==> config.mk <==
export PLATFORM = sky130hd
export DESIGN_NAME = ed_cell
export DESIGN_NICKNAME = d
export VERILOG_FILES = /design/src/design/ed_pkg.sv /design/src/design/ed_cell.sv
export SDC_FILE = /design/constraint.sdc
export NUM_CORES = 1
export LEC_CHECK = 0
export BUFFER_PORTS_ARGS = -buffer_cell sky130_fd_sc_hd__buf_2
export CAP_MARGIN = 30
export CORE_MARGIN = 10
export CORE_UTILIZATION = 47
export DETAILED_ROUTE_END_ITERATION = 16
export GPL_ROUTABILITY_DRIVEN = 1
export GPL_TIMING_DRIVEN = 1
export PLACE_DENSITY = 0.84
export SLEW_MARGIN = 25
export SYNTH_ARGS = -nofsm -noshare
export SYNTH_HDL_FRONTEND = slang
export SYNTH_SLANG_ARGS = --single-unit
==> constraint.sdc <==
create_clock -name clk -period 6.05 [get_ports clk]
set_clock_uncertainty 0.2 [all_clocks]
set_input_delay 1.21 -clock clk [delete_from_list [all_inputs] [get_ports clk]]
set_output_delay 1.21 -clock clk [all_outputs]
set_load 0.02 [all_outputs]
==> src/design/ed_pkg.sv <==
// Shared types, constants and helpers for the edit distance block.
// No dependencies; every other file imports this package.
package ed_pkg;

  localparam int MAX_LEN = 128;
  localparam int LEN_W   = $clog2(MAX_LEN + 1);
  localparam int ADDR_W  = (MAX_LEN > 1) ? $clog2(MAX_LEN) : 1;
  localparam int DIST_W  = 8;

  localparam logic [1:0] OP_FIRST  = 2'd0;
  localparam logic [1:0] OP_SECOND = 2'd1;
  localparam logic [1:0] OP_FINISH = 2'd2;

  typedef enum logic {
    ST_LOAD,
    ST_RUN
  } ed_state_t;

  // one row of the cost matrix moving right along the cell chain
  typedef struct packed {
    logic             valid;
    logic             last;
    logic [7:0]       ch;
    logic [LEN_W-1:0] val;
  } ed_link_t;

  // controls broadcast to every cell
  typedef struct packed {
    logic             wr_en;
    logic [LEN_W-1:0] wr_idx;
    logic [7:0]       wr_ch;
    logic             start;
    logic [LEN_W-1:0] lb;
  } ed_bcast_t;

  function automatic logic [DIST_W-1:0] sat_dist(input logic [LEN_W-1:0] v);
    logic [LEN_W+DIST_W-1:0] w;
    w = {{DIST_W{1'b0}}, v};
    if (w > (LEN_W + DIST_W)'(2 ** DIST_W - 1)) begin
      return {DIST_W{1'b1}};
    end
    return w[DIST_W-1:0];
  endfunction

endpackage

==> src/design/ed_cell.sv <==
// One column of the cost matrix: holds one byte of the second string.
// Depends on ed_pkg.
module ed_cell (
  input  logic                   clk,
  input  logic                   rst_n,
  input  logic [ed_pkg::LEN_W-1:0] cell_idx,
  input  ed_pkg::ed_bcast_t      bcast,
  input  ed_pkg::ed_link_t       link_in,
  output ed_pkg::ed_link_t       link_out
);
  import ed_pkg::*;

  logic [7:0]       b_r;
  logic             en_r;
  logic [LEN_W-1:0] up_r;
  logic [LEN_W-1:0] diag_r;
  ed_link_t         out_r;
  logic [LEN_W-1:0] m1;
  logic [LEN_W-1:0] m2;
  logic [LEN_W-1:0] val_nxt;

  always_comb begin
    m1 = (diag_r < link_in.val) ? diag_r : link_in.val;
    m2 = (m1 < up_r) ? m1 : up_r;
    if (!en_r) begin
      val_nxt = link_in.val;
    end else if (link_in.ch == b_r) begin
      val_nxt = diag_r;
    end else begin
      val_nxt = m2 + LEN_W'(1);
    end
  end

  always_ff @(posedge clk) begin
    if (!rst_n) begin
      out_r.valid <= 1'b0;
    end else begin
      out_r.valid <= link_in.valid;
    end
    if (bcast.wr_en && bcast.wr_idx == cell_idx) begin
      b_r <= bcast.wr_ch;
    end
    if (bcast.start) begin
      en_r   <= (cell_idx <= bcast.lb);
      up_r   <= cell_idx;
      diag_r <= cell_idx - LEN_W'(1);
    end else if (link_in.valid) begin
      up_r   <= val_nxt;
      diag_r <= link_in.val;
    end
    out_r.last <= link_in.last;
    out_r.ch   <= link_in.ch;
    out_r.val  <= val_nxt;
  end

  assign link_out = out_r;

endmodule

==> impl_metrics.csv <==
group,metric,value,unit
die,ios,72,
critical_path,critPathKind,"in -> reg",
clock_tree,clock-sinks,43,
global_route,grt_pass1_wl,12.48,mm
synth,ys_types,52,
synth,async_flop_share,0,%
clock_tree,cts_buffers,5,
route,drt_wl_total,7.888,mm
die,die_area,0.009689,mm^2
route,wl_per_cell,17.37,um
critical_path,critPathMaxFanout,8,
route,num_vias,2511,
critical_path,startpoint_type,"input port",
global_route,grt_overflow,0,
synth,synthAdderAreaFrac,10.39,%
cells_and_area,antenna_cells,0,
status,status,"finished clean",
placement,routabilityCongestion,0.9652,
synth,synth.most_common_cell,"inv_1",
synth,ys.flop_type,"edfxtp_1",
timing,fin_crit,5.602,ns
critical_path,end_kind,"register",
cells_and_area,fin_nets,456,
route,first_iter_violations,148,
clock_tree,cts_tree,"built",
synth,synth_area_leader_cell,"edfxtp_1",
die,row_count,28,
synth,synth.area.top_cells,"edfxtp_1 26%, dfxtp_1 12%, ha_1 10%",
synth,yosys.area_share.simple,13.85,%
cells_and_area,area_growth,19.86,%
global_route,grt_pass1_vias,2582,
timing,grt_setup_unrepaired,"no",
synth,synth_top_family_by_area,"compound AO/OA/AOI/OAI gates",
route,post-route-drc-count,0,
clock_tree,clock_latency,0.30,ns
synth,synth_top_area_share,25.96,%
global_route,grt_max_degree,20,
timing,fin_crit_sh,92.60,%
clock_tree,cts_root_buffer,"clkbuf_8",
synth,synth-edff-count,25,
route,drt_first_pass_iters,4,
timing,hold_viol_final,0,
timing,max-slew-margin-rel,62.00,%
die,initial_core_util,48.55,%
critical_path,cp.required,5.90,ns
synth,synth-compound-area-share,18.09,%
min_path,hp-class,"reg -> reg",
timing,finalSetupTns,0,ns
min_path,hold_depth,2,
die,die_x,98.44,um
placement,hpwlAfterDp,6.563,mm
synth,synth.net_count,379,
critical_path,cp.arrival,5.46,ns
route,drtAntennaViolNets,0,
synth,synth_area,0.002892,mm^2
synth,seq_area_frac_synth,38.42,%
clock_tree,htree_levels,2,
synth,muxShareOfSynthArea,5.019,%
synth,avgSynthCellArea,9.606,um^2
synth,synth_common_cells,"27 x inv_1, 25 x edfxtp_1, 24 x ha_1",
synth,synthCells,301,
synth,synth-seq-cells,43,
timing,tightestPinTransition,0.5699,ns
placement,portBuffers,71,
cells_and_area,drive_gt1_share,27.44,%
die,core-area,0.005956,mm^2
power,total_power,1.022,mW
synth,synthXorXnorAreaFrac,9.390,%
critical_path,ff2ff_path_depth,16,
clock_tree,clk_path_buf_depth,2,
die,die_y,98.44,um
timing,setup_viol,0,
job,maxCapViolCount,0,
timing,clock.fmax,0.1785,GHz
clock_tree,clkTransAtPathRegs,0.08,ns
clock_tree,holdBufCountCts,0,
power,leakage,1.563,nW
route,viasPerCell,5.531,
timing,final_max_slew_viol_count,0,
synth,yosysWarnings,0,
global_route,antenna_found_initial,0,
power,ir_drop,0.0001540,V
power,pwr_density_cell,294.9,mW/mm^2
global_route,grtUsageTotal,15.41,%
-- state kept, by name, indices dropped and copies added (netlist names) --
name	cells
b_r	8
diag_r	8
en_r	1
link_out	18
up_r	8
-- cells by family after synthesis --
family,after synthesis
XOR/XNOR,31
AND/OR/NAND/NOR,78
AO/OA/AOI/OAI,76
flip-flops,43
adder cells (fa/ha/maj),24
buffers and inverters,36
multiplexers,13
-- placed cells by master (no fill, tap or decap), types with 4 or more instances in the layout --
| cell type | instances |
|---|---|
| nor3_1 | 6 |
| a21o_1 | 4 |
| mux2_2 | 4 |
| nand3_1 | 8 |
| inv_1 | 27 |
| ha_1 | 24 |
| o21ai_0 | 22 |
| nor2_1 | 19 |
| nand4_1 | 4 |
| edfxtp_1 | 25 |
| nand2_1 | 18 |
| and3_1 | 4 |
| a21oi_1 | 19 |
| buf_4 | 6 |
| xor2_1 | 16 |
| a31oi_1 | 4 |
| dfxtp_1 | 18 |
| mux2i_1 | 7 |
| clkbuf_8 | 6 |
| buf_2 | 71 |
| xnor2_1 | 15 |
| nor4_1 | 6 |
-- worst max-delay path, cell delays in order --
cell and delay, ns:
buf_2 0.11, inv_1 0.13, ha_1 0.28, a2111oi_2 0.52, o21a_1 0.29, nor3_1 0.06, a21oi_1 0.24, inv_1 0.09
ha_1 0.30, a21o_1 0.18, a21o_1 0.17, a221oi_1 0.45, nand2_2 0.20, buf_12 0.18, mux2_4 0.30, a211oi_1 0.29
o32ai_2 0.15, mux2_4 0.29
-- power breakdown --
group | switching [mW] | total, mW | leakage, nW | internal, mW
clock | 0.0989 | 0.193 | 0.0489 | 0.0943
sequential | 0.0319 | 0.390 | 0.396 | 0.358
combinational | 0.248 | 0.439 | 1.12 | 0.191
-- final cells by class --
cell class / instances / area, um^2
tap: 75 / 93.84
timing repair buffer: 78 / 420.4
sequential: 43 / 1111
clock inverter: 1 / 8.758
fill: 528 / 2490
inverter: 28 / 105.1
clock buffer: 7 / 86.33
multi-input combinational: 222 / 1640
-- path summary, 6_finish.rpt --
path / endpoint / startpoint / slack [ns]
worst min register to register: link_out[0]$_DFF_P_ / diag_r[0]$_DFFE_PP_ / 0.54
worst max register to register: up_r[6]$_DFFE_PP_ / diag_r[6]$_DFFE_PP_ / 1.11
worst max-delay path: up_r[6]$_DFFE_PP_ / link_in[6] / 0.45
worst min-delay path: link_out[0]$_DFF_P_ / diag_r[0]$_DFFE_PP_ / 0.54
-- layer usage --
layer	share of wire, %	track usage (%)	wire length [um]	vias up
li1	-	-	-	1242
met5	0	0	0	-
met1	42	18.48	3319	1145
met2	48	26.27	3803	109
met4	2.1	6.505	163	0
met3	7.6	2.863	602	15
-- what timing repair did --
item	CTS	global route
buffers inserted	0	0
setup endpoints to repair	0	2
gates resized for setup	0	1
-- through the flow --
| stage | hold WS (ns) | util, % | worst slack, ns | cell area (um^2) | instances |
|---|---|---|---|---|---|
| finish | 0.5400 | 58.19 | 0.4479 | 3466 | 454 |
| detailed placement | 0.5056 | 56.60 | 0.1402 | 3371 | 446 |
| floorplan | 0.3983 | - | 0.5878 | 2892 | 301 |
| global placement | 0.4819 | 56.60 | 0.2040 | 3371 | 446 |
| global route | 0.5558 | 58.19 | 0.01144 | 3466 | 454 |
| CTS | 0.5196 | 58.19 | 0.4495 | 3466 | 454 |
(Power assumes the default switching activity.)
