--- src/design/ed_pkg.sv ---
// Shared types, constants and helpers for the edit distance block.
// No dependencies; every other file imports this package.
package ed_pkg;

  localparam int MAX_LEN = 128;
  localparam int LEN_W   = $clog2(MAX_LEN + 1);
  localparam int ADDR_W  = (MAX_LEN > 1) ? $clog2(MAX_LEN) : 1;
  localparam int DIST_W  = 8;

  localparam logic [1:0] OP_FIRST  = 2'd0;
  localparam logic [1:0] OP_SECOND = 2'd1;
  localparam logic [1:0] OP_FINISH = 2'd2;

  typedef enum logic {
    ST_LOAD,
    ST_RUN
  } ed_state_t;

  // one row of the cost matrix moving right along the cell chain
  typedef struct packed {
    logic             valid;
    logic             last;
    logic [7:0]       ch;
    logic [LEN_W-1:0] val;
  } ed_link_t;

  // controls broadcast to every cell
  typedef struct packed {
    logic             wr_en;
    logic [LEN_W-1:0] wr_idx;
    logic [7:0]       wr_ch;
    logic             start;
    logic [LEN_W-1:0] lb;
  } ed_bcast_t;

  function automatic logic [DIST_W-1:0] sat_dist(input logic [LEN_W-1:0] v);
    logic [LEN_W+DIST_W-1:0] w;
    w = {{DIST_W{1'b0}}, v};
    if (w > (LEN_W + DIST_W)'(2 ** DIST_W - 1)) begin
      return {DIST_W{1'b1}};
    end
    return w[DIST_W-1:0];
  endfunction

endpackage

--- src/design/ed_ctrl.sv ---
// Stream control: first string memory, lengths, row feeder and result register.
// Depends on ed_pkg.
module ed_ctrl (
  input  logic              clk,
  input  logic              rst_n,
  input  logic              in_tvalid,
  output logic              in_tready,
  input  logic [7:0]        in_tdata,   // [7:0] ch
  input  logic [1:0]        in_tuser,   // [1:0] op
  output logic              out_tvalid,
  input  logic              out_tready,
  output logic [7:0]        out_tdata,  // [7:0] distance
  output logic [0:0]        out_tuser,  // [0] overflow
  output ed_pkg::ed_bcast_t bcast,
  output ed_pkg::ed_link_t  feed,
  input  ed_pkg::ed_link_t  tail
);
  import ed_pkg::*;

  ed_state_t        state_r;
  ed_state_t        state_nxt;
  logic [7:0]       mem [MAX_LEN];
  logic [LEN_W-1:0] la_r;
  logic [LEN_W-1:0] lb_r;
  logic             drop_r;
  logic [LEN_W-1:0] rd_cnt_r;
  logic             feed_valid_r;
  logic             feed_last_r;
  logic [LEN_W-1:0] feed_row_r;
  logic [7:0]       rdata_r;
  logic             out_valid_r;
  logic [7:0]       dist_r;
  logic             ovf_r;
  logic             accept;
  logic             la_full;
  logic             lb_full;
  logic             feeding;
  logic             done;

  assign la_full = (la_r == LEN_W'(MAX_LEN));
  assign lb_full = (lb_r == LEN_W'(MAX_LEN));
  assign in_tready = (state_r == ST_LOAD) && (!out_valid_r || in_tuser != OP_FINISH);
  assign accept  = in_tvalid && in_tready;
  assign feeding = (state_r == ST_RUN) && (rd_cnt_r < la_r);
  assign done    = (state_r == ST_RUN) && tail.valid && tail.last;

  always_comb begin
    state_nxt    = state_r;
    bcast.wr_en  = accept && in_tuser == OP_SECOND && !lb_full;
    bcast.wr_idx = lb_r + LEN_W'(1);
    bcast.wr_ch  = in_tdata;
    bcast.start  = accept && in_tuser == OP_FINISH && la_r != '0;
    bcast.lb     = lb_r;
    case (state_r)
      ST_LOAD: begin
        if (bcast.start) begin
          state_nxt = ST_RUN;
        end
      end
      ST_RUN: begin
        if (done) begin
          state_nxt = ST_LOAD;
        end
      end
      default: state_nxt = ST_LOAD;
    endcase
  end

  always_ff @(posedge clk) begin
    if (!rst_n) begin
      state_r <= ST_LOAD;
    end else begin
      state_r <= state_nxt;
    end
  end

  always_ff @(posedge clk) begin
    if (accept && in_tuser == OP_FIRST && !la_full) begin
      mem[la_r[ADDR_W-1:0]] <= in_tdata;
    end
    if (feeding) begin
      rdata_r <= mem[rd_cnt_r[ADDR_W-1:0]];
    end
  end

  always_ff @(posedge clk) begin
    if (!rst_n) begin
      la_r         <= '0;
      lb_r         <= '0;
      drop_r       <= 1'b0;
      rd_cnt_r     <= '0;
      feed_valid_r <= 1'b0;
      out_valid_r  <= 1'b0;
    end else begin
      feed_valid_r <= feeding;
      if (out_valid_r && out_tready) begin
        out_valid_r <= 1'b0;
      end
      if (accept) begin
        case (in_tuser)
          OP_FIRST: begin
            if (la_full) drop_r <= 1'b1;
            else         la_r   <= la_r + LEN_W'(1);
          end
          OP_SECOND: begin
            if (lb_full) drop_r <= 1'b1;
            else         lb_r   <= lb_r + LEN_W'(1);
          end
          OP_FINISH: begin
            rd_cnt_r <= '0;
            if (la_r == '0) begin
              out_valid_r <= 1'b1;
              dist_r      <= sat_dist(lb_r);
              ovf_r       <= drop_r;
              lb_r        <= '0;
              drop_r      <= 1'b0;
            end
          end
          default: ;
        endcase
      end
      if (feeding) begin
        rd_cnt_r    <= rd_cnt_r + LEN_W'(1);
        feed_row_r  <= rd_cnt_r + LEN_W'(1);
        feed_last_r <= (rd_cnt_r + LEN_W'(1) == la_r);
      end
      if (done) begin
        out_valid_r <= 1'b1;
        dist_r      <= sat_dist(tail.val);
        ovf_r       <= drop_r;
        la_r        <= '0;
        lb_r        <= '0;
        drop_r      <= 1'b0;
      end
    end
  end

  assign feed.valid   = feed_valid_r;
  assign feed.last    = feed_last_r;
  assign feed.ch      = rdata_r;
  assign feed.val     = feed_row_r;
  assign out_tvalid   = out_valid_r;
  assign out_tdata    = dist_r;
  assign out_tuser[0] = ovf_r;

endmodule

--- config.mk ---
export PLATFORM = sky130hd
export DESIGN_NAME = ed_ctrl
export DESIGN_NICKNAME = d
export VERILOG_FILES = /design/src/design/ed_pkg.sv /design/src/design/ed_ctrl.sv
export SDC_FILE = /design/constraint.sdc
export NUM_CORES = 1
export LEC_CHECK = 0
export CAP_MARGIN = 40
export CORE_MARGIN = 2
export CORE_UTILIZATION = 40
export DETAILED_ROUTE_END_ITERATION = 6
export DONT_BUFFER_PORTS = 1
export GPL_TIMING_DRIVEN = 0
export HOLD_SLACK_MARGIN = 0.15
export SYNTH_ARGS = -nofsm -noshare
export SYNTH_HDL_FRONTEND = slang
export SYNTH_SLANG_ARGS = --single-unit
--- constraint.sdc ---
create_clock -name clk -period 3.18 [get_ports clk]
set_input_delay 0.318 -clock clk [delete_from_list [all_inputs] [get_ports clk]]
set_output_delay 0.318 -clock clk [all_outputs]
set_load 0.02 [all_outputs]
==> summary.md <==
The flow ran to the end, and the final reports show no timing, DRC or antenna violations. The number of cell instances on the worst register-to-register path was 8; the post-synthesis area per instance was 19.5 sq um. The startpoint identified for the worst register-to-register timing path is la_r[0].

The final critical path takes up 99.0% of the cycle. Total count of hold-check failures in the final report: 0. In the synthesized netlist, mux cells make up 14.9% of the area. After Yosys synthesis, full adders, half adders and majority gates account for 0.381% of the synthesized area.

The worst path in the final design needs a cycle of 3150 ps, including I/O delays and setup. The tool flagged a number of max-cap violations equal to 0. Synthesis produced a netlist with a net count of 2,228. The worst setup path is launched from a flip-flop. The post-synthesis async set-or-reset flop share works out to 0%. In this run the most critical hold path is launched from in_tuser[1]. Of all cell types, the one taking the most synthesized area is sky130_fd_sc_hd__edfxtp_1. The cell count after synthesis was 2,183. For this run, global-route usage on met3 was measured as 3.99%.

Clock-pin slew on the worst setup and hold paths: 60 ps. After layout, the worst setup slack is 33.2 ps. The logs give 0.0148 uW for the leakage power summed over all cells and 0.357 mV for the maximum VDD drop.

Setup violations remaining at the end of the flow were counted as 0. The tools report the total iterations of the first detailed-routing run as 5. The routed via count divided by cell count was 5.69; the final non-filler cell area was 49,900 sq um. Of all nets on the critical path, the largest fanout is 10. Hold is met by 202 ps. Entering global routing, the biggest net connects 129 pins. For the clock insertion delay at the later pin of the skew report, the log shows 680 ps. Clock tree synthesis found a total of 1,078 sinks. By startpoint and endpoint, the worst setup path is classified as flip-flop to flip-flop. For this run, the leading register cell type out of synthesis is sky130_fd_sc_hd__edfxtp_1. Port buffering added 0 buffers. The measured slew at the worst slew-check pin was 990 ps; the number of fill cells was 8,576.

In this run the most used layer during global routing was met2. In this run, synthesis inferred 1,050 flip-flops with an integrated enable. For met1 alone, demand over resource in global routing was 27.4%. Via count of the first global-routing pass: 22,036. Worst reg2reg path endpoint: mem[76][1]. The run gives 21.2 ps as the maximum clock skew at final layout.

The area share of and/or/nand/nor cells after synthesis is 3.54%. The area fraction of the dominant cell type after synthesis is 73.9%, and the placeable core region is 106,000 sq um. The die covers 109,000 sq um. The longest clock path from root to sink contains 3 buffers. The data arrival time of the worst path was 3460 ps; the instance count after placement with tap cells included was 3,587. After floorplanning, the core was divided into 119 placement rows. The number of slew-limit violations in the final report was 0; the antenna violation net count after detailed routing was 0.

In this run the clock root is driven by a sky130_fd_sc_hd__clkbuf_16. Counting instances, the worst hold path has a depth of 5. The detailed-route DRC error count was 0. At the worst endpoint, the required time is 3490 ps. Routed length per placed instance: 28.1 um.

Summing the areas of all xor and xnor instances in the mapped netlist gives 0.513% of the synthesized area. STA classifies the critical path endpoint as a flip-flop. The worst hold path belongs to the class primary input to flip-flop. For this design the ratio of total power to cell area is 573 nW/um^2. The final route contains 21,890 vias. The first global-routing pass estimated 155,000 um of wire.

Most instantiated library cell after synthesis: sky130_fd_sc_hd__edfxtp_1. The overall die height is 331 um. The largest family of logic cells by synthesized area is multiplexers. During I/O placement, the number of pins put on the boundary was 87. Number of synthesized register bits: 1,078. Global routing finished with a remaining overflow of 0. The logs give 40.4% for the initial standard-cell utilization of the core and 75.2% for the register area share after synthesis.

Number of buffers created by CTS: 109. The growth of design area from synthesis to finish is 17.1%. In this run, distinct cell masters in the synthesized netlist total 56. Final non-filler cell total: 3,850. In the synthesized netlist, the cells that appear most often are sky130_fd_sc_hd__edfxtp_1 (1,050), sky130_fd_sc_hd__mux4_2 (208), sky130_fd_sc_hd__nor2_1 (191).

Setup repair after global routing could not meet its margin everywhere. Routability-driven placement finished with a final weighted congestion of 0.897. The tools report the achievable frequency as 318 MHz. The fraction of layout cells with a size suffix above 1 works out to 28.0%. For this block, the initial DRC count from the detailed router was 2,143.

For this run, the number of Yosys warnings is 0. Sorting the synthesized cells by area gives the leading types as sky130_fd_sc_hd__edfxtp_1 (74%), sky130_fd_sc_hd__mux4_2 (11%), sky130_fd_sc_hd__mux2i_1 (3.8%), sky130_fd_sc_hd__nor2_1 (1.7%), sky130_fd_sc_hd__dfxtp_1 (1.3%). After detailed routing, the total wire length is 108,000 um. The synthesized netlist devotes 3.36% of its cell area to compound gates. The half-perimeter wire length of the detailed placement result is 68,600 um. The post-place setup slack is -933 ps, and the total standard cell area after synthesis is 42,700 sq um. The total routing usage reported by global routing came out at 19.8%. The tools report the terminating pin of the worst hold path as lb_r[4].

TritonCTS built the clock tree. The net total in the final layout came out at 2,412. The final cell utilization of the core came out at 47.3%. The worst-case register-to-register setup slack came out at 30 ps. For the antenna cell count, the log shows 0.

The max-slew headroom at the worst pin is 33.9%. The H-tree was split into 3 levels. The logs give 32.3% for the met2 usage in global routing and 44,500 sq um for the post-detailed-placement cell area. The number of antenna violations at the first check in global routing was 3; the die width was 331 um.
## where the power goes
part	internal, uW	switching, uW
Sequential	15600	11.8
Clock	7280	5260
Combinational	109	353
Total	23000	5630
## flip-flops by register name, indices dropped and copies added, names as in the netlist
register	count
feed_valid_r	1
mem	1024
lb_r	8
feed_last_r	1
rd_cnt_r	8
out_tvalid	1
out_tuser	1
rdata_r	8
la_r	8
out_tdata	8
state_r	1
drop_r	1
feed_row_r	8
## metrics by stage
| step | total power [uW] | TNS (ps) |
|---|---|---|
| floorplan | 16000 | 0 |
| global placement | 16000 | -538960 |
| detailed placement | 16000 | -487480 |
| CTS | 28700 | -3010 |
| global route | 29300 | -7250 |
| finish | 28600 | 0 |
## cells by family after synthesis
logic type | after synthesis
mux | 376
buf+inv | 148
simple gates | 329
flops | 1078
fa+ha+maj | 13
xor+xnor | 25
compound gates | 214
## worst max-delay path by stage
stage | endpoint | cells past startpoint | startpoint
floorplan | mem[112][0] | 9 | la_r[0]
global placement | mem[10][5] | 8 | la_r[1]
detailed placement | mem[4][4] | 9 | la_r[1]
CTS | mem[56][1] | 9 | la_r[1]
global route | mem[64][1] | 8 | la_r[0]
finish | mem[76][1] | 8 | la_r[0]
## metal layers
metal,vias up,part of all wire (%)
met2,868,49
met5,-,0.0083
met4,2,2.5
li1,9309,-
met3,174,7.3
met1,11537,41
## critical path, stage by stage, from the launching register on
cell and delay, ps:
sky130_fd_sc_hd__dfxtp_1 360, sky130_fd_sc_hd__clkbuf_4 240, sky130_fd_sc_hd__inv_1 150, sky130_fd_sc_hd__ha_1 240, sky130_fd_sc_hd__nor2b_1 180, sky130_fd_sc_hd__a31oi_2 260, sky130_fd_sc_hd__buf_6 220, sky130_fd_sc_hd__nand3_1 480
sky130_fd_sc_hd__nor2_2 650
## placed cells by master, fill, tap and decap left out, drive strengths merged, types with 5 or more instances in the layout
master / n
nor2: 192
nor2b: 9
and3: 5
dfxtp: 28
xor2: 6
inv: 17
a21boi: 8
buf: 134
nand4: 11
nand3: 38
bufinv: 8
dlygate4sd3: 26
a21oi: 52
edfxtp: 1050
nand2: 24
o31ai: 9
ha: 13
o22ai: 48
o41ai: 8
nand2b: 6
mux4: 208
xnor2: 19
clkinv: 41
a22oi: 33
clkbuf: 195
mux2i: 160
mux2: 8
nor3: 22
a211oi: 25
o211ai: 12
nor4: 9
o221ai: 8
## area by class of cell
cell class | instances | area (sq um) | share of cell area [%]
Buffer | 132 | 858 | 1.72
Clock buffer | 149 | 3020 | 6.05
Clock inverter | 54 | 490 | 0.982
Inverter | 15 | 60.1 | 0.120
Multi-Input combinational cell | 957 | 10600 | 21.3
Sequential cell | 1078 | 32100 | 64.3
Tap cell | 1391 | 1740 | 3.49
Timing Repair Buffer | 74 | 1050 | 2.10
## timing repair
item | CTS | global route
pin swaps | 10 | 8
buffers inserted | 17 | 8
hold buffers | 34 | 0
endpoints found under the setup margin | 1051 | 775
endpoints found under the hold margin | 1053 | 0
gates resized for setup | 192 | 85
(Power assumes the default switching activity.)
